**config.mk**
```make
export PLATFORM = sky130hd
export DESIGN_NAME = radix_converter_core
export DESIGN_NICKNAME = d
export VERILOG_FILES = /design/src/rtl/core/rcc_pkg.sv /design/src/rtl/core/rcc_ram.sv /design/src/rtl/core/rcc_ctrl.sv /design/src/rtl/core/rcc_datapath.sv /design/src/rtl/core/radix_converter_core.sv
export SDC_FILE = /design/constraint.sdc
export NUM_CORES = 1
export LEC_CHECK = 0
export BUFFER_PORTS_ARGS = -buffer_cell sky130_fd_sc_hd__buf_2
export CORE_MARGIN = 2
export CORE_UTILIZATION = 50
export CTS_BUF_LIST = sky130_fd_sc_hd__clkbuf_8
export CTS_CLUSTER_DIAMETER = 100
export DETAILED_ROUTE_END_ITERATION = 16
export HOLD_SLACK_MARGIN = 0.15
export PLACE_DENSITY = 0.68
export SLEW_MARGIN = 25
export SYNTH_ARGS = -nofsm -noshare
export SYNTH_HDL_FRONTEND = slang
export SYNTH_SLANG_ARGS = --single-unit
```
**constraint.sdc**
```tcl
create_clock -name clk -period 5.5 [get_ports clk]
set_clock_uncertainty 0.2 [all_clocks]
set_input_delay 0.275 -clock clk [delete_from_list [all_inputs] [get_ports clk]]
set_output_delay 0.275 -clock clk [all_outputs]
set_load 0.1 [all_outputs]
```
**src/rtl/core/rcc_pkg.sv**
```systemverilog
// Radix converter package: widths, register indexes, character codes,
// controller states, and the command/status structs between controller and datapath.
// No dependencies.
package rcc_pkg;

  // Field widths
  localparam int CHAR_W      = 8;
  localparam int CODE_W      = 7;
  localparam int BASE_W      = 5;
  localparam int DIGIT_W     = 5;
  localparam int CFG_IDX_W   = 2;

  // Accumulator width default and digit scratch store geometry
  localparam int ACC_BITS_DEF = 32;
  localparam int STORE_DEPTH  = 32;
  localparam int STORE_AW     = $clog2(STORE_DEPTH);
  localparam int COUNT_W      = STORE_AW + 1;

  // Base limits
  localparam logic [BASE_W-1:0] BASE_MIN = 5'd2;
  localparam logic [BASE_W-1:0] BASE_MAX = 5'd25;

  // Configuration register indexes
  localparam logic [CFG_IDX_W-1:0] REG_SOURCE_BASE = 2'd0;
  localparam logic [CFG_IDX_W-1:0] REG_TARGET_BASE = 2'd1;

  // Register reset values
  localparam logic [BASE_W-1:0] SOURCE_BASE_RST = 5'd10;
  localparam logic [BASE_W-1:0] TARGET_BASE_RST = 5'd2;

  // Character codes
  localparam logic [CHAR_W-1:0] CHAR_POINT  = 8'h2E;  // '.'
  localparam logic [CHAR_W-1:0] CHAR_ZERO   = 8'h30;  // '0'
  localparam logic [CHAR_W-1:0] CHAR_NINE   = 8'h39;  // '9'
  localparam logic [CHAR_W-1:0] CHAR_UP_A   = 8'h41;  // 'A'
  localparam logic [CHAR_W-1:0] CHAR_UP_O   = 8'h4F;  // 'O'
  localparam logic [CHAR_W-1:0] CHAR_LO_A   = 8'h61;  // 'a'
  localparam logic [CHAR_W-1:0] CHAR_LO_O   = 8'h6F;  // 'o'
  localparam logic [DIGIT_W-1:0] DIGIT_TEN  = 5'd10;

  // Controller states
  typedef enum logic [2:0] {
    S_IDLE,
    S_INIT,
    S_DIV,
    S_STORE,
    S_READ,
    S_LOAD,
    S_SEND
  } rcc_state_t;

  // Controller to datapath commands
  typedef struct packed {
    logic accum;      // fold the accepted character into the accumulator
    logic conv_init;  // start conversion, clear number state
    logic div_step;   // one restoring division bit
    logic store;      // write remainder digit, restart division
    logic load;       // load output register from store read data
  } rcc_cmd_t;

  // Datapath to controller status
  typedef struct packed {
    logic bit_last;    // final division bit this cycle
    logic q_zero;      // quotient is zero
    logic store_full;  // this store fills the last entry
    logic out_last;    // output register holds the final digit
  } rcc_status_t;

  // Clamp a base register to its legal range
  function automatic logic [BASE_W-1:0] clamp_base(input logic [BASE_W-1:0] b);
    if (b < BASE_MIN) return BASE_MIN;
    if (b > BASE_MAX) return BASE_MAX;
    return b;
  endfunction

  // Digit value of a character; unknown characters count as zero
  function automatic logic [DIGIT_W-1:0] char_value(input logic [CHAR_W-1:0] c);
    logic [CHAR_W-1:0] t;
    t = '0;
    if (c >= CHAR_ZERO && c <= CHAR_NINE) t = c - CHAR_ZERO;
    else if (c >= CHAR_UP_A && c <= CHAR_UP_O) t = c - CHAR_UP_A + CHAR_W'(DIGIT_TEN);
    else if (c >= CHAR_LO_A && c <= CHAR_LO_O) t = c - CHAR_LO_A + CHAR_W'(DIGIT_TEN);
    return t[DIGIT_W-1:0];
  endfunction

  // Character code of a digit value
  function automatic logic [CODE_W-1:0] digit_code(input logic [DIGIT_W-1:0] d);
    logic [CHAR_W-1:0] t;
    if (d < DIGIT_TEN) t = CHAR_ZERO + CHAR_W'(d);
    else t = CHAR_UP_A + CHAR_W'(d - DIGIT_TEN);
    return t[CODE_W-1:0];
  endfunction

endpackage

```
**src/rtl/core/rcc_ram.sv**
```systemverilog
// Generic single-write, single-read RAM with registered read data.
// No dependencies.
module rcc_ram #(
  parameter int WIDTH = 8,
  parameter int DEPTH = 32
) (
  input  logic                     clk,
  input  logic                     we,
  input  logic [$clog2(DEPTH)-1:0] waddr,
  input  logic [WIDTH-1:0]         wdata,
  input  logic [$clog2(DEPTH)-1:0] raddr,
  output logic [WIDTH-1:0]         rdata
);

  logic [WIDTH-1:0] mem [DEPTH];

  // Write port and registered read port
  always_ff @(posedge clk) begin
    if (we) begin
      mem[waddr] <= wdata;
    end
    rdata <= mem[raddr];
  end

endmodule

```
**src/rtl/core/rcc_ctrl.sv**
```systemverilog
// Radix converter controller: sequences accumulation, digit division,
// digit store and output emission. Depends on rcc_pkg.
module rcc_ctrl import rcc_pkg::*; (
  input  logic        clk,
  input  logic        rst,
  input  logic        in_valid,
  output logic        in_ready,
  input  logic        last_char,
  output logic        out_valid,
  input  logic        out_ready,
  output rcc_cmd_t    cmd,
  input  rcc_status_t status
);

  rcc_state_t state, state_next;

  // State register
  always_ff @(posedge clk) begin
    if (rst) begin
      state <= S_IDLE;
    end else begin
      state <= state_next;
    end
  end

  // Next state
  always_comb begin
    state_next = state;
    unique case (state)
      S_IDLE: begin
        if (in_valid && last_char) state_next = S_INIT;
      end
      S_INIT: state_next = S_DIV;
      S_DIV: begin
        if (status.bit_last) state_next = S_STORE;
      end
      S_STORE: begin
        priority if (status.q_zero || status.store_full) state_next = S_READ;
        else state_next = S_DIV;
      end
      S_READ: state_next = S_LOAD;
      S_LOAD: state_next = S_SEND;
      S_SEND: begin
        if (out_ready) begin
          priority if (status.out_last) state_next = S_IDLE;
          else state_next = S_READ;
        end
      end
      default: state_next = S_IDLE;
    endcase
  end

  // Outputs and datapath commands
  always_comb begin
    in_ready       = 1'b0;
    out_valid      = 1'b0;
    cmd            = '0;
    unique case (state)
      S_IDLE: begin
        in_ready  = 1'b1;
        cmd.accum = in_valid;
      end
      S_INIT:  cmd.conv_init = 1'b1;
      S_DIV:   cmd.div_step  = 1'b1;
      S_STORE: cmd.store     = 1'b1;
      S_READ:  ;
      S_LOAD:  cmd.load      = 1'b1;
      S_SEND:  out_valid     = 1'b1;
      default: ;
    endcase
  end

endmodule

```
**src/rtl/core/rcc_datapath.sv**
```systemverilog
// Radix converter datapath: config registers, saturating accumulator,
// bit-serial divider by the target base, digit store and output register.
// Depends on rcc_pkg and rcc_ram.
module rcc_datapath import rcc_pkg::*; #(
  parameter int ACC_BITS = ACC_BITS_DEF
) (
  input  logic                 clk,
  input  logic                 rst,
  input  logic                 cfg_valid,
  input  logic [CFG_IDX_W-1:0] cfg_index,
  input  logic [BASE_W-1:0]    cfg_data,
  input  logic [CHAR_W-1:0]    char_code,
  input  rcc_cmd_t             cmd,
  output rcc_status_t          status,
  output logic [CODE_W-1:0]    digit_char,
  output logic                 last_digit,
  output logic                 overflow
);

  localparam int PROD_W = ACC_BITS + BASE_W + 1;
  localparam int CNT_W  = $clog2(ACC_BITS);
  localparam logic [CNT_W-1:0] CNT_TOP = CNT_W'(ACC_BITS - 1);

  logic [BASE_W-1:0]   source_base;
  logic [BASE_W-1:0]   target_base;
  logic [ACC_BITS-1:0] accumulator;
  logic                point_seen;
  logic                saturated;

  logic [ACC_BITS-1:0] quo;
  logic [DIGIT_W-1:0]  rem;
  logic [CNT_W-1:0]    bitcnt;
  logic [BASE_W-1:0]   tb;
  logic                conv_ovf;
  logic [COUNT_W-1:0]  count;

  logic [PROD_W-1:0]   prod;
  logic                acc_over;
  logic [DIGIT_W:0]    rem_shift;
  logic [DIGIT_W:0]    rem_sub;
  logic                rem_ge;
  logic [COUNT_W-1:0]  count_dec;
  logic [DIGIT_W-1:0]  rd_digit;

  // Multiply-add for the next accumulator value, with overflow detect
  always_comb begin
    prod     = PROD_W'(accumulator) * PROD_W'(clamp_base(source_base))
             + PROD_W'(char_value(char_code));
    acc_over = |prod[PROD_W-1:ACC_BITS];
  end

  // One restoring division step
  always_comb begin
    rem_shift = {rem, quo[ACC_BITS-1]};
    rem_sub   = rem_shift - {1'b0, tb};
    rem_ge    = rem_shift >= {1'b0, tb};
    count_dec = count - COUNT_W'(1);
  end

  // Config registers and per-number state
  always_ff @(posedge clk) begin
    if (rst) begin
      source_base <= SOURCE_BASE_RST;
      target_base <= TARGET_BASE_RST;
      accumulator <= '0;
      point_seen  <= 1'b0;
      saturated   <= 1'b0;
    end else begin
      if (cfg_valid) begin
        unique case (cfg_index)
          REG_SOURCE_BASE: source_base <= cfg_data;
          REG_TARGET_BASE: target_base <= cfg_data;
          default: ;
        endcase
      end
      if (cmd.accum && !point_seen) begin
        if (char_code == CHAR_POINT) begin
          point_seen <= 1'b1;
        end else if (!saturated) begin
          if (acc_over) begin
            accumulator <= '1;
            saturated   <= 1'b1;
          end else begin
            accumulator <= prod[ACC_BITS-1:0];
          end
        end
      end
      // Drop the number once conversion has taken it
      if (cmd.conv_init) begin
        accumulator <= '0;
        point_seen  <= 1'b0;
        saturated   <= 1'b0;
      end
    end
  end

  // Digit count
  always_ff @(posedge clk) begin
    if (rst) begin
      count <= '0;
    end else if (cmd.conv_init) begin
      count <= '0;
    end else if (cmd.store) begin
      count <= count + COUNT_W'(1);
    end else if (cmd.load) begin
      count <= count_dec;
    end
  end

  // Divider registers and overflow flag
  always_ff @(posedge clk) begin
    if (cmd.conv_init) begin
      quo      <= accumulator;
      rem      <= '0;
      bitcnt   <= CNT_TOP;
      tb       <= clamp_base(target_base);
      conv_ovf <= saturated;
    end else if (cmd.div_step) begin
      rem    <= rem_ge ? rem_sub[DIGIT_W-1:0] : rem_shift[DIGIT_W-1:0];
      quo    <= {quo[ACC_BITS-2:0], rem_ge};
      bitcnt <= bitcnt - CNT_W'(1);
    end else if (cmd.store) begin
      rem    <= '0;
      bitcnt <= CNT_TOP;
      if (status.store_full && !status.q_zero) begin
        conv_ovf <= 1'b1;
      end
    end
  end

  // Output register
  always_ff @(posedge clk) begin
    if (cmd.load) begin
      digit_char <= digit_code(rd_digit);
      last_digit <= (count == COUNT_W'(1));
      overflow   <= conv_ovf;
    end
  end

  // Digit store: written least significant first, read back in reverse
  rcc_ram #(
    .WIDTH (DIGIT_W),
    .DEPTH (STORE_DEPTH)
  ) u_store (
    .clk   (clk),
    .we    (cmd.store),
    .waddr (count[STORE_AW-1:0]),
    .wdata (rem),
    .raddr (count_dec[STORE_AW-1:0]),
    .rdata (rd_digit)
  );

  // Status to controller
  always_comb begin
    status.bit_last   = (bitcnt == '0);
    status.q_zero     = (quo == '0);
    status.store_full = (count == COUNT_W'(STORE_DEPTH - 1));
    status.out_last   = last_digit;
  end

endmodule

```
**src/rtl/core/radix_converter_core.sv**
```systemverilog
// Radix converter top level. Input characters take one cycle each while idle.
// The final character starts conversion (S_INIT); each digit then comes from the
// one-bit-per-cycle divider by the target base (S_DIV) and is stored (S_STORE); the
// digits are read back, loaded and sent (S_READ, S_LOAD, S_SEND), waiting on out_ready.
// One number at a time. Synchronous reset: bases return to 10 and 2, accumulator and flags clear.
module radix_converter_core import rcc_pkg::*; #(
  parameter int ACC_BITS = ACC_BITS_DEF
) (
  input  logic                 clk,
  input  logic                 rst,
  input  logic                 cfg_valid,
  output logic                 cfg_ready,
  input  logic [CFG_IDX_W-1:0] cfg_index,
  input  logic [BASE_W-1:0]    cfg_data,
  input  logic                 in_valid,
  output logic                 in_ready,
  input  logic [CHAR_W-1:0]    char_code,
  input  logic                 last_char,
  output logic                 out_valid,
  input  logic                 out_ready,
  output logic [CODE_W-1:0]    digit_char,
  output logic                 last_digit,
  output logic                 overflow
);

  rcc_cmd_t    cmd;
  rcc_status_t status;

  // Config writes are always taken
  assign cfg_ready = 1'b1;

  rcc_ctrl u_ctrl (
    .clk       (clk),
    .rst       (rst),
    .in_valid  (in_valid),
    .in_ready  (in_ready),
    .last_char (last_char),
    .out_valid (out_valid),
    .out_ready (out_ready),
    .cmd       (cmd),
    .status    (status)
  );

  rcc_datapath #(
    .ACC_BITS (ACC_BITS)
  ) u_datapath (
    .clk        (clk),
    .rst        (rst),
    .cfg_valid  (cfg_valid),
    .cfg_index  (cfg_index),
    .cfg_data   (cfg_data),
    .char_code  (char_code),
    .cmd        (cmd),
    .status     (status),
    .digit_char (digit_char),
    .last_digit (last_digit),
    .overflow   (overflow)
  );

endmodule

```
==> run_summary.xml, run 1 <==
<?xml version="1.0" encoding="UTF-8"?>
<metrics>
  <group name="synthesis">
    <metric name="postSynth.asyncResetShare" unit="%">0</metric>
    <metric name="number_of_flops_mapped_to_enable_cells_by_yosys" unit="">207</metric>
    <metric name="sequential_share_of_the_synthesized_area" unit="%">43.01</metric>
    <metric name="syn-instance-count" unit="">1598</metric>
    <metric name="yosys.cell_types.count" unit="">80</metric>
    <metric name="yosys_warnings" unit="">0</metric>
    <metric name="netlist_area" unit="µm²">17620</metric>
    <metric name="synth_fp_nets" unit="">1809</metric>
    <metric name="post_synth.cell_area_avg" unit="µm²">11.02</metric>
    <metric name="synth_ff_type" unit="">sky130_fd_sc_hd__edfxtp_1</metric>
    <metric name="synth_seq_cells" unit="">275</metric>
  </group>
  <group name="floorplan">
    <metric name="design.die.area" unit="µm²">36750</metric>
    <metric name="boundaryPins" unit="">33</metric>
    <metric name="floorplan.rows" unit="">68</metric>
    <metric name="dieHeight" unit="µm">191.7</metric>
    <metric name="die_width" unit="µm">191.7</metric>
    <metric name="fp.coreArea" unit="µm²">34630</metric>
    <metric name="initial_utilization" unit="%">50.87</metric>
  </group>
  <group name="pwr">
    <metric name="combinational_share_of_power" unit="%">41.5</metric>
    <metric name="p_clk_share" unit="%">23.4</metric>
    <metric name="power" unit="W">0.007702</metric>
    <metric name="sequential_power_share" unit="%">35.1</metric>
    <metric name="power-per-cell-area" unit="nW/µm²">355.7</metric>
    <metric name="switching_share" unit="%">36.37</metric>
    <metric name="static-leakage-power" unit="nW">8.784</metric>
    <metric name="vdd_drop_max" unit="mV">0.1820</metric>
    <metric name="p_int" unit="W">0.004901</metric>
    <metric name="net_switching" unit="W">0.002801</metric>
  </group>
  <group name="drt">
    <metric name="drt_wl_total" unit="µm">43660</metric>
    <metric name="detail-route-antenna-nets" unit="">0</metric>
    <metric name="route.detailed.wl_per_inst" unit="µm">19.09</metric>
    <metric name="num_vias" unit="">12779</metric>
    <metric name="viasPerCell" unit="">5.588</metric>
    <metric name="number_of_drc_violations_after_detailed_routing_iteration_0" unit="">964</metric>
    <metric name="route.detailed.drc" unit="">0</metric>
    <metric name="dr.pass1.iters" unit="">5</metric>
  </group>
  <group name="place">
    <metric name="post_dp_cell_area" unit="µm²">19270</metric>
    <metric name="dp.final_hpwl" unit="µm">29450</metric>
    <metric name="portBuffers" unit="">31</metric>
    <metric name="gp_congestion" unit="">0.8698</metric>
    <metric name="dp.cells" unit="">2161</metric>
  </group>
  <group name="global_route">
    <metric name="largest_net_degree_at_the_start_of_global_routing" unit="">47</metric>
    <metric name="grt_usage" unit="%">23.51</metric>
    <metric name="grt_first_pass_wirelength" unit="µm">67540</metric>
    <metric name="grt_remaining_overflow" unit="">0</metric>
    <metric name="number_of_antenna_violations_at_the_first_check_in_global_routing" unit="">1</metric>
    <metric name="grt_pass1_vias" unit="">12829</metric>
  </group>
  <group name="cells_and_area">
    <metric name="finalNonFillerCells" unit="">2287</metric>
    <metric name="multi_input_logic_area" unit="µm²">9993</metric>
    <metric name="ratio_of_cells_with_drive_above_1_in_the_final_layout" unit="%">27.20</metric>
    <metric name="layout.cell_area.non_filler" unit="µm²">21650</metric>
    <metric name="final_util" unit="%">62.53</metric>
    <metric name="area_growth_syn_to_layout" unit="%">22.92</metric>
    <metric name="fillers" unit="">2607</metric>
    <metric name="final_net_count" unit="">2005</metric>
    <metric name="seq_area" unit="µm²">7584</metric>
  </group>
  <group name="worst_hold_path">
    <metric name="worst_hold_path.endpoint" unit="">u_datapath.accumulator[0]</metric>
    <metric name="min_delay_path_depth" unit="">7</metric>
    <metric name="timing.hold.worst.start" unit="">char_code[0]</metric>
    <metric name="min-delay-path-class" unit="">input pin to flop</metric>
  </group>
  <group name="clock_network">
    <metric name="clock_sinks" unit="">275</metric>
    <metric name="cts-root-buf" unit="">sky130_fd_sc_hd__clkbuf_8</metric>
    <metric name="clock_path_buffers" unit="">3</metric>
    <metric name="worstSkewPairLatency" unit="ps">560</metric>
    <metric name="tritoncts.num_buffers" unit="">45</metric>
    <metric name="cts_h_tree_depth" unit="">2</metric>
    <metric name="clock_tree_from_tritoncts" unit="">built</metric>
    <metric name="path_clk_slew" unit="ps">70</metric>
  </group>
  <group name="critical_path">
    <metric name="timing.critical_path.fanout_max" unit="">8</metric>
    <metric name="worstSetupEndpointType" unit="">flop</metric>
    <metric name="worst-endpoint-required" unit="ps">5730</metric>
    <metric name="path_class" unit="">flop to flop</metric>
    <metric name="r2r_slack" unit="ps">-9</metric>
    <metric name="cp.arrival" unit="ps">5740</metric>
    <metric name="reg2reg_to" unit="">u_datapath.accumulator[21]</metric>
    <metric name="critical-path-slowest-cell" unit="">sky130_fd_sc_hd__fa_1</metric>
    <metric name="cpPeakStageDelay" unit="ps">540</metric>
    <metric name="reg2regPathDepth" unit="">22</metric>
    <metric name="crit_path_start_kind" unit="">flop</metric>
    <metric name="cp_cell_sequence" unit="">buf_4 -&gt; a21boi_4 -&gt; buf_12 -&gt; buf_12 -&gt; and2_1 -&gt; fa_1 -&gt; fa_1 -&gt; inv_1 -&gt; fa_1 -&gt; inv_1 -&gt; ha_4 -&gt; a21oi_2 -&gt; o211ai_2 -&gt; a32oi_2 -&gt; a22oi_2 -&gt; a221o_2 -&gt; a31oi_4 -&gt; mux2_4 -&gt; o2bb2ai_4 -&gt; buf_12 -&gt; clkbuf_16 -&gt; a21oi_2</metric>
    <metric name="worst_r2r_startpoint" unit="">u_datapath.source_base[3]</metric>
  </group>
  <group name="timing">
    <metric name="max_slew.worst_pin.slew" unit="ps">922.3</metric>
    <metric name="period_needed" unit="ps">5509</metric>
    <metric name="max_freq" unit="MHz">181.5</metric>
    <metric name="least_setup_slack_across_all_paths_after_layout" unit="ps">-9.242</metric>
    <metric name="fin_setup_tns" unit="ps">-24.13</metric>
    <metric name="rsz0062_at_grt" unit="">true</metric>
    <metric name="slew_viol_final" unit="">0</metric>
    <metric name="hold_viol_final" unit="">0</metric>
    <metric name="setup_viol" unit="">6</metric>
    <metric name="layout_worst_path_cycle_share" unit="%">100.2</metric>
    <metric name="slew-limit-headroom" unit="%">38.51</metric>
  </group>
  <group name="outcome">
    <metric name="violations_in_the_final_reports" unit="">setup timing</metric>
    <metric name="status" unit="">complete, but fails checks</metric>
  </group>
  <group name="job">
    <metric name="max_cap_viol_count" unit="">0</metric>
  </group>
</metrics>
[Yosys cell counts (7+ instances only)]
master / count / area (µm²)
sky130_fd_sc_hd__mux2i_1: 8 / 80.08
sky130_fd_sc_hd__nor2_1: 90 / 337.8
sky130_fd_sc_hd__fa_1: 96 / 1922
sky130_fd_sc_hd__nand3_1: 15 / 75.07
sky130_fd_sc_hd__nand2b_1: 8 / 50.05
sky130_fd_sc_hd__buf_2: 9 / 45.04
sky130_fd_sc_hd__nor2b_1: 36 / 225.2
sky130_fd_sc_hd__o211ai_1: 7 / 52.55
sky130_fd_sc_hd__a21o_1: 8 / 60.06
sky130_fd_sc_hd__mux4_2: 50 / 1126
sky130_fd_sc_hd__xnor2_1: 24 / 210.2
sky130_fd_sc_hd__ha_1: 94 / 1176
sky130_fd_sc_hd__nor3_1: 43 / 215.2
sky130_fd_sc_hd__nand2_1: 176 / 660.6
sky130_fd_sc_hd__o21ai_0: 77 / 385.4
sky130_fd_sc_hd__and2_1: 114 / 713.2
sky130_fd_sc_hd__o21a_1: 8 / 60.06
sky130_fd_sc_hd__a31oi_1: 8 / 50.05
sky130_fd_sc_hd__a21oi_1: 59 / 295.3
sky130_fd_sc_hd__edfxtp_1: 207 / 6216
sky130_fd_sc_hd__nor4_1: 12 / 75.07
sky130_fd_sc_hd__inv_1: 174 / 653.1
sky130_fd_sc_hd__dfxtp_1: 68 / 1361
sky130_fd_sc_hd__a21oi_2: 29 / 254.0
sky130_fd_sc_hd__nand4_1: 7 / 43.79
sky130_fd_sc_hd__clkbuf_1: 47 / 176.4
sky130_fd_sc_hd__xor2_1: 22 / 192.7
[layout make-up]
class                           instances  share of cell area [%]
Antenna cell                            1                 0.01156
Clock buffer                           53                   3.369
Clock inverter                         31                  0.9245
Inverter                              174                   3.016
Multi-Input combinational cell       1082                   46.15
Sequential cell                       275                   35.02
Tap cell                              455                   2.629
Timing Repair Buffer                  216                   8.876
[layer usage]
| metal | track usage, % | vias up | routed length, µm |
|---|---|---|---|
| met5 | 0 | - | 0 |
| met4 | 8.905 | 0 | 1623 |
| met3 | 2.942 | 97 | 2224 |
| met2 | 40.31 | 397 | 22030 |
| met1 | 30.55 | 6363 | 17780 |
| li1 | - | 5922 | - |
[state kept, by name (all words and copies together), names as in the netlist]
signal and cells:
u_datapath.accumulator 32, u_datapath.conv_ovf 1, u_datapath.saturated 1, u_datapath.last_digit 1
u_datapath.rem 5, u_datapath.tb 5, u_ctrl.state 3, u_datapath.u_store.rdata 5
u_datapath.bitcnt 5, u_datapath.point_seen 1, u_datapath.count 6, u_datapath.quo 32
u_datapath.digit_char 7, u_datapath.u_store.mem 160, u_datapath.target_base 5, u_datapath.source_base 5
u_datapath.overflow 1
[power by group through the flow]
stage | registers, W | clock network (W) | logic (W)
after global placement | 0.00274 | 0 | 0.00237
after global routing | 0.00272 | 0.00192 | 0.00350
after CTS | 0.00270 | 0.00182 | 0.00261
final | 0.00271 | 0.00180 | 0.00320
after floorplan | 0.00272 | 0 | 0.00154
after detailed placement | 0.00274 | 0 | 0.00243
[through the flow]
stage	hold WS (ps)	worst slack, ps
floorplan	169.4	14.11
global placement	287.6	-274.0
detailed placement	287.7	-351.0
CTS	262.4	1.979
global route	300.7	-154.8
finish	290.2	-9.242
[cell families after synthesis]
group	after synthesis	synth area share, %
AOI/OAI and AO/OA	242	9.035
xor gates and xnor gates	47	2.379
adders and majority gates	190	17.59
buffers and inverters	241	5.483
DFF	275	43.01
muxes	65	7.316
other	1	0.02129
and+or+nand+nor	537	15.16
[placed cells by master, fill, tap and decap left out, drive strengths merged, types with 9 or more instances in the layout]
cell         Yosys  final
edfxtp         207    207
buf             20    190
inv            174    188
nand2          177    177
and2           114    114
fa              96     96
ha              94     94
nor2            90     90
a21oi           89     89
o21ai           78     78
dfxtp           68     68
clkbuf          47     59
mux4            50     50
nor3            43     43
nor2b           36     36
xnor2           24     24
xor2            23     23
dlygate4sd3      0     20
nand3           16     16
clkinv           0     13
nor4            13     13
a21o             9      9
a31oi            9      9
[critical path: cells and delay by family, from the launching register on]
kind	cells	cell delay, ps
AO/OA/AOI/OAI	9	1770
adder cells (fa/ha/maj)	4	1740
buffers and inverters	7	830
flip-flops	1	330
multiplexers	1	330
AND/OR/NAND/NOR	1	140
[repair_timing]
action                                  4_1_cts  5_1_grt
hold buffers                                 20        0
setup buffers                                 2        9
endpoints found under the setup margin       33       33
endpoints found under the hold margin        15        0
gates cloned                                  2        7
gates resized for setup                      56      115
pin swaps                                     7       82
[worst max path at each step]
stage | from | end | slack (ps) | depth (start not counted)
6_report | u_datapath.source_base[3] | u_datapath.accumulator[21] | -9 | 22
5_1_grt | u_datapath.source_base[3] | u_datapath.accumulator[12] | -150 | 23
4_1_cts | u_datapath.source_base[2] | u_datapath.accumulator[2] | 2 | 22
3_5_place_dp | char_code[1] | u_datapath.accumulator[2] | -350 | 24
3_3_place_gp | char_code[1] | u_datapath.accumulator[1] | -270 | 24
2_1_floorplan | u_datapath.source_base[3] | u_datapath.saturated | 10 | 21
(Power assumes the default switching activity.)
==> run 2: changes to the inputs <==
--- a/config.mk
+++ b/config.mk
@@ -13,6 +13,7 @@
 export DETAILED_ROUTE_END_ITERATION = 16
 export HOLD_SLACK_MARGIN = 0.15
 export PLACE_DENSITY = 0.68
+export REMOVE_ABC_BUFFERS = 1
 export SLEW_MARGIN = 25
 export SYNTH_ARGS = -nofsm -noshare
 export SYNTH_HDL_FRONTEND = slang
==> run 2 against run 1 <==
  * Via count decreased by 2.5%
  * The flow still finishes with violations (setup timing)
  * Worst hold slack got worse by 17 ps
  * Critical endpoint is now u_datapath.accumulator[16]
  * Clock-buffer cell count decreased by 5
  * Wire length decreased by 3.3%
==> run_summary.xml, run 2 (synthesis gave the netlist of run 1 again) <==
<?xml version="1.0" encoding="UTF-8"?>
<metrics>
  <group name="outcome">
    <metric name="status" unit="">complete, but fails checks</metric>
    <metric name="violations_in_the_final_reports" unit="">setup timing</metric>
  </group>
  <group name="drt">
    <metric name="route.detailed.drc" unit="">0</metric>
    <metric name="viasPerCell" unit="">5.459</metric>
    <metric name="number_of_drc_violations_after_detailed_routing_iteration_0" unit="">897</metric>
    <metric name="drt_wl_total" unit="µm">42240</metric>
    <metric name="detail-route-antenna-nets" unit="">0</metric>
    <metric name="num_vias" unit="">12457</metric>
    <metric name="dr.pass1.iters" unit="">5</metric>
    <metric name="route.detailed.wl_per_inst" unit="µm">18.51</metric>
  </group>
  <group name="place">
    <metric name="dp.final_hpwl" unit="µm">29090</metric>
    <metric name="portBuffers" unit="">31</metric>
    <metric name="dp.cells" unit="">2159</metric>
    <metric name="gp_congestion" unit="">0.9038</metric>
    <metric name="placement.setup.worst_slack" unit="ps">-626.1</metric>
  </group>
  <group name="cells_and_area">
    <metric name="ratio_of_cells_with_drive_above_1_in_the_final_layout" unit="%">23.81</metric>
    <metric name="top_register" unit="">u_datapath.u_store.mem</metric>
    <metric name="fillers" unit="">2723</metric>
    <metric name="final_util" unit="%">60.66</metric>
    <metric name="area_growth_syn_to_layout" unit="%">19.24</metric>
    <metric name="finalNonFillerCells" unit="">2282</metric>
    <metric name="ant_diodes" unit="">0</metric>
    <metric name="most_common_cell_after_layout_fill_and_taps_aside" unit="">sky130_fd_sc_hd__edfxtp_1</metric>
    <metric name="largest_register_ffs" unit="">160</metric>
    <metric name="final_net_count" unit="">2001</metric>
    <metric name="layout.cells.most_common_list" unit="">207 x sky130_fd_sc_hd__edfxtp_1, 194 x sky130_fd_sc_hd__inv_1, 173 x sky130_fd_sc_hd__nand2_1</metric>
    <metric name="largest_registers" unit="">u_datapath.u_store.mem (160), u_datapath.accumulator (32), u_datapath.quo (32)</metric>
  </group>
  <group name="floorplan">
    <metric name="floorplan.rows" unit="">68</metric>
    <metric name="initial_utilization" unit="%">50.87</metric>
    <metric name="boundaryPins" unit="">33</metric>
    <metric name="dieHeight" unit="µm">191.7</metric>
    <metric name="die_width" unit="µm">191.7</metric>
    <metric name="fp.coreArea" unit="µm²">34630</metric>
    <metric name="design.die.area" unit="µm²">36750</metric>
  </group>
  <group name="global_route">
    <metric name="grt_pass1_vias" unit="">12942</metric>
    <metric name="grt_remaining_overflow" unit="">0</metric>
    <metric name="grt_first_pass_wirelength" unit="µm">67820</metric>
    <metric name="number_of_antenna_violations_at_the_first_check_in_global_routing" unit="">0</metric>
    <metric name="grt_usage" unit="%">23.29</metric>
    <metric name="largest_net_degree_at_the_start_of_global_routing" unit="">47</metric>
  </group>
  <group name="job">
    <metric name="max_cap_viol_count" unit="">0</metric>
  </group>
  <group name="timing">
    <metric name="slew_viol_final" unit="">0</metric>
    <metric name="rsz0062_at_grt" unit="">true</metric>
    <metric name="setup_viol" unit="">1</metric>
    <metric name="least_setup_slack_across_all_paths_after_layout" unit="ps">-0.07416</metric>
    <metric name="layout_worst_path_cycle_share" unit="%">100.0</metric>
    <metric name="max_slew.worst_pin.slew" unit="ps">967.8</metric>
    <metric name="slew-limit-headroom" unit="%">35.48</metric>
    <metric name="max_freq" unit="MHz">181.8</metric>
    <metric name="period_needed" unit="ps">5500</metric>
    <metric name="hold_viol_final" unit="">0</metric>
  </group>
  <group name="pwr">
    <metric name="combinational_share_of_power" unit="%">37.9</metric>
    <metric name="net_switching" unit="W">0.002525</metric>
    <metric name="power" unit="W">0.007106</metric>
    <metric name="vdd_drop_max" unit="mV">0.2097</metric>
    <metric name="p_int" unit="W">0.004580</metric>
    <metric name="switching_share" unit="%">35.54</metric>
    <metric name="p_clk_share" unit="%">24.3</metric>
    <metric name="sequential_power_share" unit="%">37.8</metric>
    <metric name="power-per-cell-area" unit="nW/µm²">338.3</metric>
    <metric name="static-leakage-power" unit="nW">8.663</metric>
  </group>
  <group name="critical_path">
    <metric name="critical_path_buf_inv_count" unit="">6</metric>
    <metric name="crit_path_start_kind" unit="">flop</metric>
    <metric name="timing.critical_path.fanout_max" unit="">7</metric>
    <metric name="path_class" unit="">flop to flop</metric>
    <metric name="critical-path-slowest-cell" unit="">sky130_fd_sc_hd__fa_1</metric>
    <metric name="reg2regPathDepth" unit="">22</metric>
    <metric name="worstSetupEndpointType" unit="">flop</metric>
    <metric name="worst-endpoint-required" unit="ps">5740</metric>
    <metric name="cp.arrival" unit="ps">5740</metric>
    <metric name="r2r_slack" unit="ps">-0.07</metric>
    <metric name="cp_cell_sequence" unit="">buf_6 -&gt; o21a_1 -&gt; o22ai_2 -&gt; buf_12 -&gt; nand2b_4 -&gt; fa_1 -&gt; fa_1 -&gt; inv_2 -&gt; fa_1 -&gt; ha_4 -&gt; o211ai_1 -&gt; o211ai_2 -&gt; a32oi_2 -&gt; a22oi_2 -&gt; a221o_2 -&gt; a31oi_4 -&gt; mux2_4 -&gt; o2bb2ai_4 -&gt; buf_12 -&gt; buf_8 -&gt; buf_16 -&gt; a21oi_2</metric>
    <metric name="critical_path.most_common_cell" unit="">sky130_fd_sc_hd__fa_1</metric>
    <metric name="reg2reg_to" unit="">u_datapath.accumulator[16]</metric>
    <metric name="worst_r2r_startpoint" unit="">u_datapath.source_base[2]</metric>
    <metric name="cpLargestDelayFamily" unit="">compound AO/OA/AOI/OAI gates</metric>
    <metric name="cpPeakStageDelay" unit="ps">580</metric>
  </group>
  <group name="clock_network">
    <metric name="worstSkewPairLatency" unit="ps">560</metric>
    <metric name="path_clk_slew" unit="ps">60</metric>
    <metric name="cts_h_tree_depth" unit="">2</metric>
    <metric name="clock_sinks" unit="">275</metric>
    <metric name="cts-root-buf" unit="">sky130_fd_sc_hd__clkbuf_8</metric>
    <metric name="clock_path_buffers" unit="">3</metric>
    <metric name="tritoncts.num_buffers" unit="">45</metric>
    <metric name="clock_tree_from_tritoncts" unit="">built</metric>
  </group>
  <group name="worst_hold_path">
    <metric name="min_delay_path_depth" unit="">0</metric>
    <metric name="worst_hold_path.endpoint" unit="">u_datapath.overflow</metric>
    <metric name="min-delay-path-class" unit="">flop to flop</metric>
    <metric name="timing.hold.worst.start" unit="">u_datapath.conv_ovf</metric>
  </group>
</metrics>
run 2: area by class of cell:
class,count,area [µm²],share of cell area [%]
Clock inverter,36,216.5,1.031
Multi-Input combinational cell,1082,9529,45.37
Sequential cell,275,7584,36.10
Inverter,174,653.1,3.109
Tap cell,455,569.3,2.710
Timing Repair Buffer,212,1793,8.536
Clock buffer,48,660.6,3.145
run 2: how the worst max path moves through the flow:
stage | from | to | slack (ps) | depth (start not counted)
after detailed placement | char_code[1] | u_datapath.accumulator[19] | -630 | 22
after floorplan | u_datapath.source_base[3] | u_datapath.accumulator[0] | -1300 | 17
after global placement | char_code[1] | u_datapath.accumulator[30] | -510 | 25
after global routing | u_datapath.source_base[2] | u_datapath.accumulator[4] | -250 | 22
final | u_datapath.source_base[2] | u_datapath.accumulator[16] | -0.07 | 22
after CTS | u_datapath.source_base[4] | u_datapath.accumulator[16] | 2 | 19
run 2: timing repair:
item,in CTS,in global routing
resized for setup,21,83
buffers inserted,6,10
pin swaps,16,24
endpoints found under the setup margin,33,33
hold buffers,19,0
hold endpoints to repair,17,0
cloned,2,3
run 2: per-layer routing:
layer  part of all wire, %  track usage [%]  vias to the layer above  wire, µm
met5                     0                0                        -         0
met4                   2.3            5.296                        0       956
met3                   4.1            2.394                       62      1712
met2                    51            42.28                      304     21700
met1                    42            30.00                     6179     17870
li1                      -                -                     5912         -
run 2: metrics by stage:
step / TNS [ps] / hold WS [ps] / cell area, µm²
after floorplan: -41580 / 144.1 / 17300
after global placement: -16100 / 289.9 / 19220
after detailed placement: -20170 / 281.2 / 19220
after CTS: 0 / 248.2 / 20480
after global routing: -6476 / 277.0 / 21010
final: -0.07416 / 273.2 / 21010
run 2: power groups by stage:
| stage | clock [W] | sequential [W] | combinational (W) |
|---|---|---|---|
| 2_1_floorplan | 0 | 0.00272 | 0.00145 |
| 3_3_place_gp | 0 | 0.00272 | 0.00234 |
| 4_1_cts | 0.00175 | 0.00268 | 0.00252 |
| 6_report | 0.00173 | 0.00269 | 0.00269 |
| 5_1_grt | 0.00184 | 0.00270 | 0.00300 |
| 3_5_place_dp | 0 | 0.00272 | 0.00240 |
==> run 3: changes to the inputs <==
--- a/config.mk
+++ b/config.mk
@@ -18,3 +18,4 @@
 export SYNTH_ARGS = -nofsm -noshare
 export SYNTH_HDL_FRONTEND = slang
 export SYNTH_SLANG_ARGS = --single-unit
+export TNS_END_PERCENT = 30
==> run 3 against run 2 <==
  * The run now ends clean
  * Highest routed layer unchanged
  * Register-to-register slack improved by 50 ps
  * Critical path depth unchanged
  * Utilization increased by 1.1 points
  * Global-route usage decreased by 0.20 points
  * Non-clock buffer count unchanged
  * Clock power about the same
  * Total power increased by 4.7%
  * Sequential power about the same
  * Largest power group is now combinational logic
  * Sequential share of layout area decreased by 0.64 points
  * Critical endpoint is now u_datapath.accumulator[9]
  * Design area increased by 1.8%
  * First-iteration DRC count increased by 5.1%
==> run_summary.xml, run 3 (synthesis gave the netlist of run 1 again) <==
<?xml version="1.0" encoding="UTF-8"?>
<metrics>
  <group name="pwr">
    <metric name="static-leakage-power" unit="nW">8.745</metric>
    <metric name="power" unit="W">0.007441</metric>
    <metric name="vdd_drop_max" unit="mV">0.2102</metric>
    <metric name="power-per-cell-area" unit="nW/µm²">348.1</metric>
  </group>
  <group name="global_route">
    <metric name="largest_net_degree_at_the_start_of_global_routing" unit="">47</metric>
    <metric name="grt_pass1_vias" unit="">12852</metric>
    <metric name="grt_usage" unit="%">23.09</metric>
    <metric name="grt_first_pass_wirelength" unit="µm">67300</metric>
    <metric name="number_of_antenna_violations_at_the_first_check_in_global_routing" unit="">0</metric>
    <metric name="grt_remaining_overflow" unit="">0</metric>
  </group>
  <group name="floorplan">
    <metric name="boundaryPins" unit="">33</metric>
    <metric name="initial_utilization" unit="%">50.87</metric>
    <metric name="design.die.area" unit="µm²">36750</metric>
    <metric name="die_width" unit="µm">191.7</metric>
    <metric name="fp.coreArea" unit="µm²">34630</metric>
    <metric name="floorplan.rows" unit="">68</metric>
    <metric name="dieHeight" unit="µm">191.7</metric>
  </group>
  <group name="critical_path">
    <metric name="reg2regPathDepth" unit="">22</metric>
    <metric name="timing.critical_path.fanout_max" unit="">8</metric>
    <metric name="cpPeakStageDelay" unit="ps">550</metric>
    <metric name="path_class" unit="">flop to flop</metric>
    <metric name="worstSetupEndpointType" unit="">flop</metric>
    <metric name="critical_path.endpoint" unit="">u_datapath.accumulator[9]</metric>
    <metric name="worst-endpoint-required" unit="ps">5740</metric>
    <metric name="critical_path.most_common_cell" unit="">sky130_fd_sc_hd__buf_6</metric>
    <metric name="crit_path_start_kind" unit="">flop</metric>
    <metric name="reg2reg_to" unit="">u_datapath.accumulator[9]</metric>
    <metric name="r2r_slack" unit="ps">50</metric>
    <metric name="cp.arrival" unit="ps">5690</metric>
    <metric name="worst_setup_path_startpoint" unit="">u_datapath.source_base[2]</metric>
    <metric name="critical-path-slowest-cell" unit="">sky130_fd_sc_hd__fa_1</metric>
    <metric name="cp_cell_sequence" unit="">buf_6 -&gt; a21boi_4 -&gt; buf_12 -&gt; buf_6 -&gt; and2_1 -&gt; fa_1 -&gt; inv_1 -&gt; fa_2 -&gt; fa_1 -&gt; inv_1 -&gt; ha_1 -&gt; buf_4 -&gt; nand4_1 -&gt; nor4_2 -&gt; a32oi_2 -&gt; a31oi_2 -&gt; or3_1 -&gt; o2111a_1 -&gt; nand3_4 -&gt; buf_6 -&gt; nor3_2 -&gt; a21oi_2</metric>
    <metric name="worst_r2r_startpoint" unit="">u_datapath.source_base[2]</metric>
  </group>
  <group name="place">
    <metric name="gp_congestion" unit="">0.9038</metric>
    <metric name="dp.final_hpwl" unit="µm">29090</metric>
    <metric name="dp.cells" unit="">2159</metric>
    <metric name="post_dp_cell_area" unit="µm²">19220</metric>
    <metric name="portBuffers" unit="">31</metric>
  </group>
  <group name="cells_and_area">
    <metric name="area_growth_syn_to_layout" unit="%">21.36</metric>
    <metric name="layout.cells.most_common_list" unit="">207 x sky130_fd_sc_hd__edfxtp_1, 190 x sky130_fd_sc_hd__inv_1, 172 x sky130_fd_sc_hd__nand2_1</metric>
    <metric name="ratio_of_cells_with_drive_above_1_in_the_final_layout" unit="%">25.89</metric>
    <metric name="seq_area" unit="µm²">7582</metric>
    <metric name="layout.cell_area.non_filler" unit="µm²">21380</metric>
    <metric name="largest_registers" unit="">u_datapath.u_store.mem (160), u_datapath.accumulator (32), u_datapath.quo (32)</metric>
    <metric name="final_util" unit="%">61.74</metric>
    <metric name="most_common_cell_after_layout_fill_and_taps_aside" unit="">sky130_fd_sc_hd__edfxtp_1</metric>
    <metric name="largest_register_ffs" unit="">160</metric>
    <metric name="fillers" unit="">2655</metric>
    <metric name="finalNonFillerCells" unit="">2282</metric>
    <metric name="top_register" unit="">u_datapath.u_store.mem</metric>
    <metric name="multi_input_logic_area" unit="µm²">9844</metric>
    <metric name="ant_diodes" unit="">0</metric>
    <metric name="final_net_count" unit="">2001</metric>
  </group>
  <group name="clock_network">
    <metric name="clock_sinks" unit="">275</metric>
    <metric name="cts-root-buf" unit="">sky130_fd_sc_hd__clkbuf_8</metric>
    <metric name="tritoncts.num_buffers" unit="">45</metric>
    <metric name="cts_h_tree_depth" unit="">2</metric>
    <metric name="clock_path_buffers" unit="">3</metric>
    <metric name="path_clk_slew" unit="ps">60</metric>
    <metric name="clock_tree_from_tritoncts" unit="">built</metric>
    <metric name="worstSkewPairLatency" unit="ps">560</metric>
  </group>
  <group name="timing">
    <metric name="layout_worst_path_cycle_share" unit="%">99.03</metric>
    <metric name="rsz0062_at_grt" unit="">true</metric>
    <metric name="hold_viol_final" unit="">0</metric>
    <metric name="slew_viol_final" unit="">0</metric>
    <metric name="period_needed" unit="ps">5447</metric>
    <metric name="max_slew.worst_pin.slew" unit="ps">948.8</metric>
    <metric name="slew-limit-headroom" unit="%">36.75</metric>
    <metric name="hold_ws" unit="ps">274.4</metric>
    <metric name="max_freq" unit="MHz">183.6</metric>
    <metric name="setup_viol" unit="">0</metric>
  </group>
  <group name="drt">
    <metric name="top_layer_in_use" unit="">met4</metric>
    <metric name="number_of_drc_violations_after_detailed_routing_iteration_0" unit="">943</metric>
    <metric name="routed-wl-met2" unit="µm">22050</metric>
    <metric name="detail-route-antenna-nets" unit="">0</metric>
    <metric name="route.detailed.wl_per_inst" unit="µm">18.84</metric>
    <metric name="drt_wl_total" unit="µm">43000</metric>
    <metric name="viasPerCell" unit="">5.535</metric>
    <metric name="num_vias" unit="">12630</metric>
    <metric name="routedLengthMet1" unit="µm">17890</metric>
    <metric name="dr.pass1.iters" unit="">5</metric>
    <metric name="dr_wl_met3" unit="µm">1981</metric>
    <metric name="route.detailed.drc" unit="">0</metric>
  </group>
  <group name="worst_hold_path">
    <metric name="min-delay-path-class" unit="">flop to flop</metric>
  </group>
  <group name="job">
    <metric name="max_cap_viol_count" unit="">0</metric>
  </group>
  <group name="outcome">
    <metric name="status" unit="">finished clean</metric>
  </group>
</metrics>
[run 3: cell types whose count changed in the layout (fill, tap and decap cells not counted), sizes merged]
| cell | change |
|---|---|
| buf | -4 |
| clkbuf | +4 |
[run 3: worst max-delay path, delay by kind of cell (launching register included)]
kind | cells | cell delay, ps
AOI/OAI and AO/OA | 5 | 800
adders and majority gates | 4 | 1830
buffers and inverters | 7 | 870
DFF | 1 | 330
and+or+nand+nor | 6 | 1280
[run 3: where the power goes]
group / total [W] / internal [W] / leakage (nW) / switching [W]
clock: 0.00172 / 0.000909 / 0.533 / 0.000814
combinational: 0.00303 / 0.00129 / 5.75 / 0.00174
sequential: 0.00269 / 0.00252 / 2.46 / 0.000172
[run 3: through the flow]
stage | TNS, ps | setup slack, ps
floorplan | -41580 | -1302
detailed placement | -20170 | -626.1
global placement | -16100 | -510.5
finish | 0 | 53.38
CTS | -11.86 | -5.987
global route | -2460 | -105.3
[run 3: repair_timing]
action / CTS / global route
gates cloned: 1 / 8
hold endpoints to repair: 17 / 0
endpoints found under the setup margin: 33 / 33
gates resized for setup: 4 / 161
buffers inserted: 3 / 9
hold buffers: 19 / 0
pin swaps: 9 / 85
[run 3: worst min path at each step]
stage | to | slack [ps] | cells after the start | start
after floorplan | u_ctrl.state[2] | 140 | 1 | rst
after global placement | u_datapath.overflow | 290 | 0 | u_datapath.conv_ovf
after detailed placement | u_datapath.overflow | 280 | 0 | u_datapath.conv_ovf
after CTS | u_datapath.accumulator[0] | 250 | 7 | char_code[0]
after global routing | u_datapath.overflow | 280 | 0 | u_datapath.conv_ovf
final | u_datapath.overflow | 270 | 0 | u_datapath.conv_ovf
[run 3: layer usage]
metal | vias to the layer above | global-route usage, %
li1 | 5904 | -
met1 | 6280 | 29.90
met2 | 364 | 41.74
met3 | 82 | 2.339
met4 | 0 | 5.296
met5 | - | 0
[run 3: final cells by class]
class | count | share of cell area (%)
clock buffer | 48 | 3.090
clock inverter | 36 | 1.013
inverter | 174 | 3.055
sequential | 275 | 35.47
tap | 455 | 2.663
multi-input combinational | 1082 | 46.05
timing repair buffer | 212 | 8.662
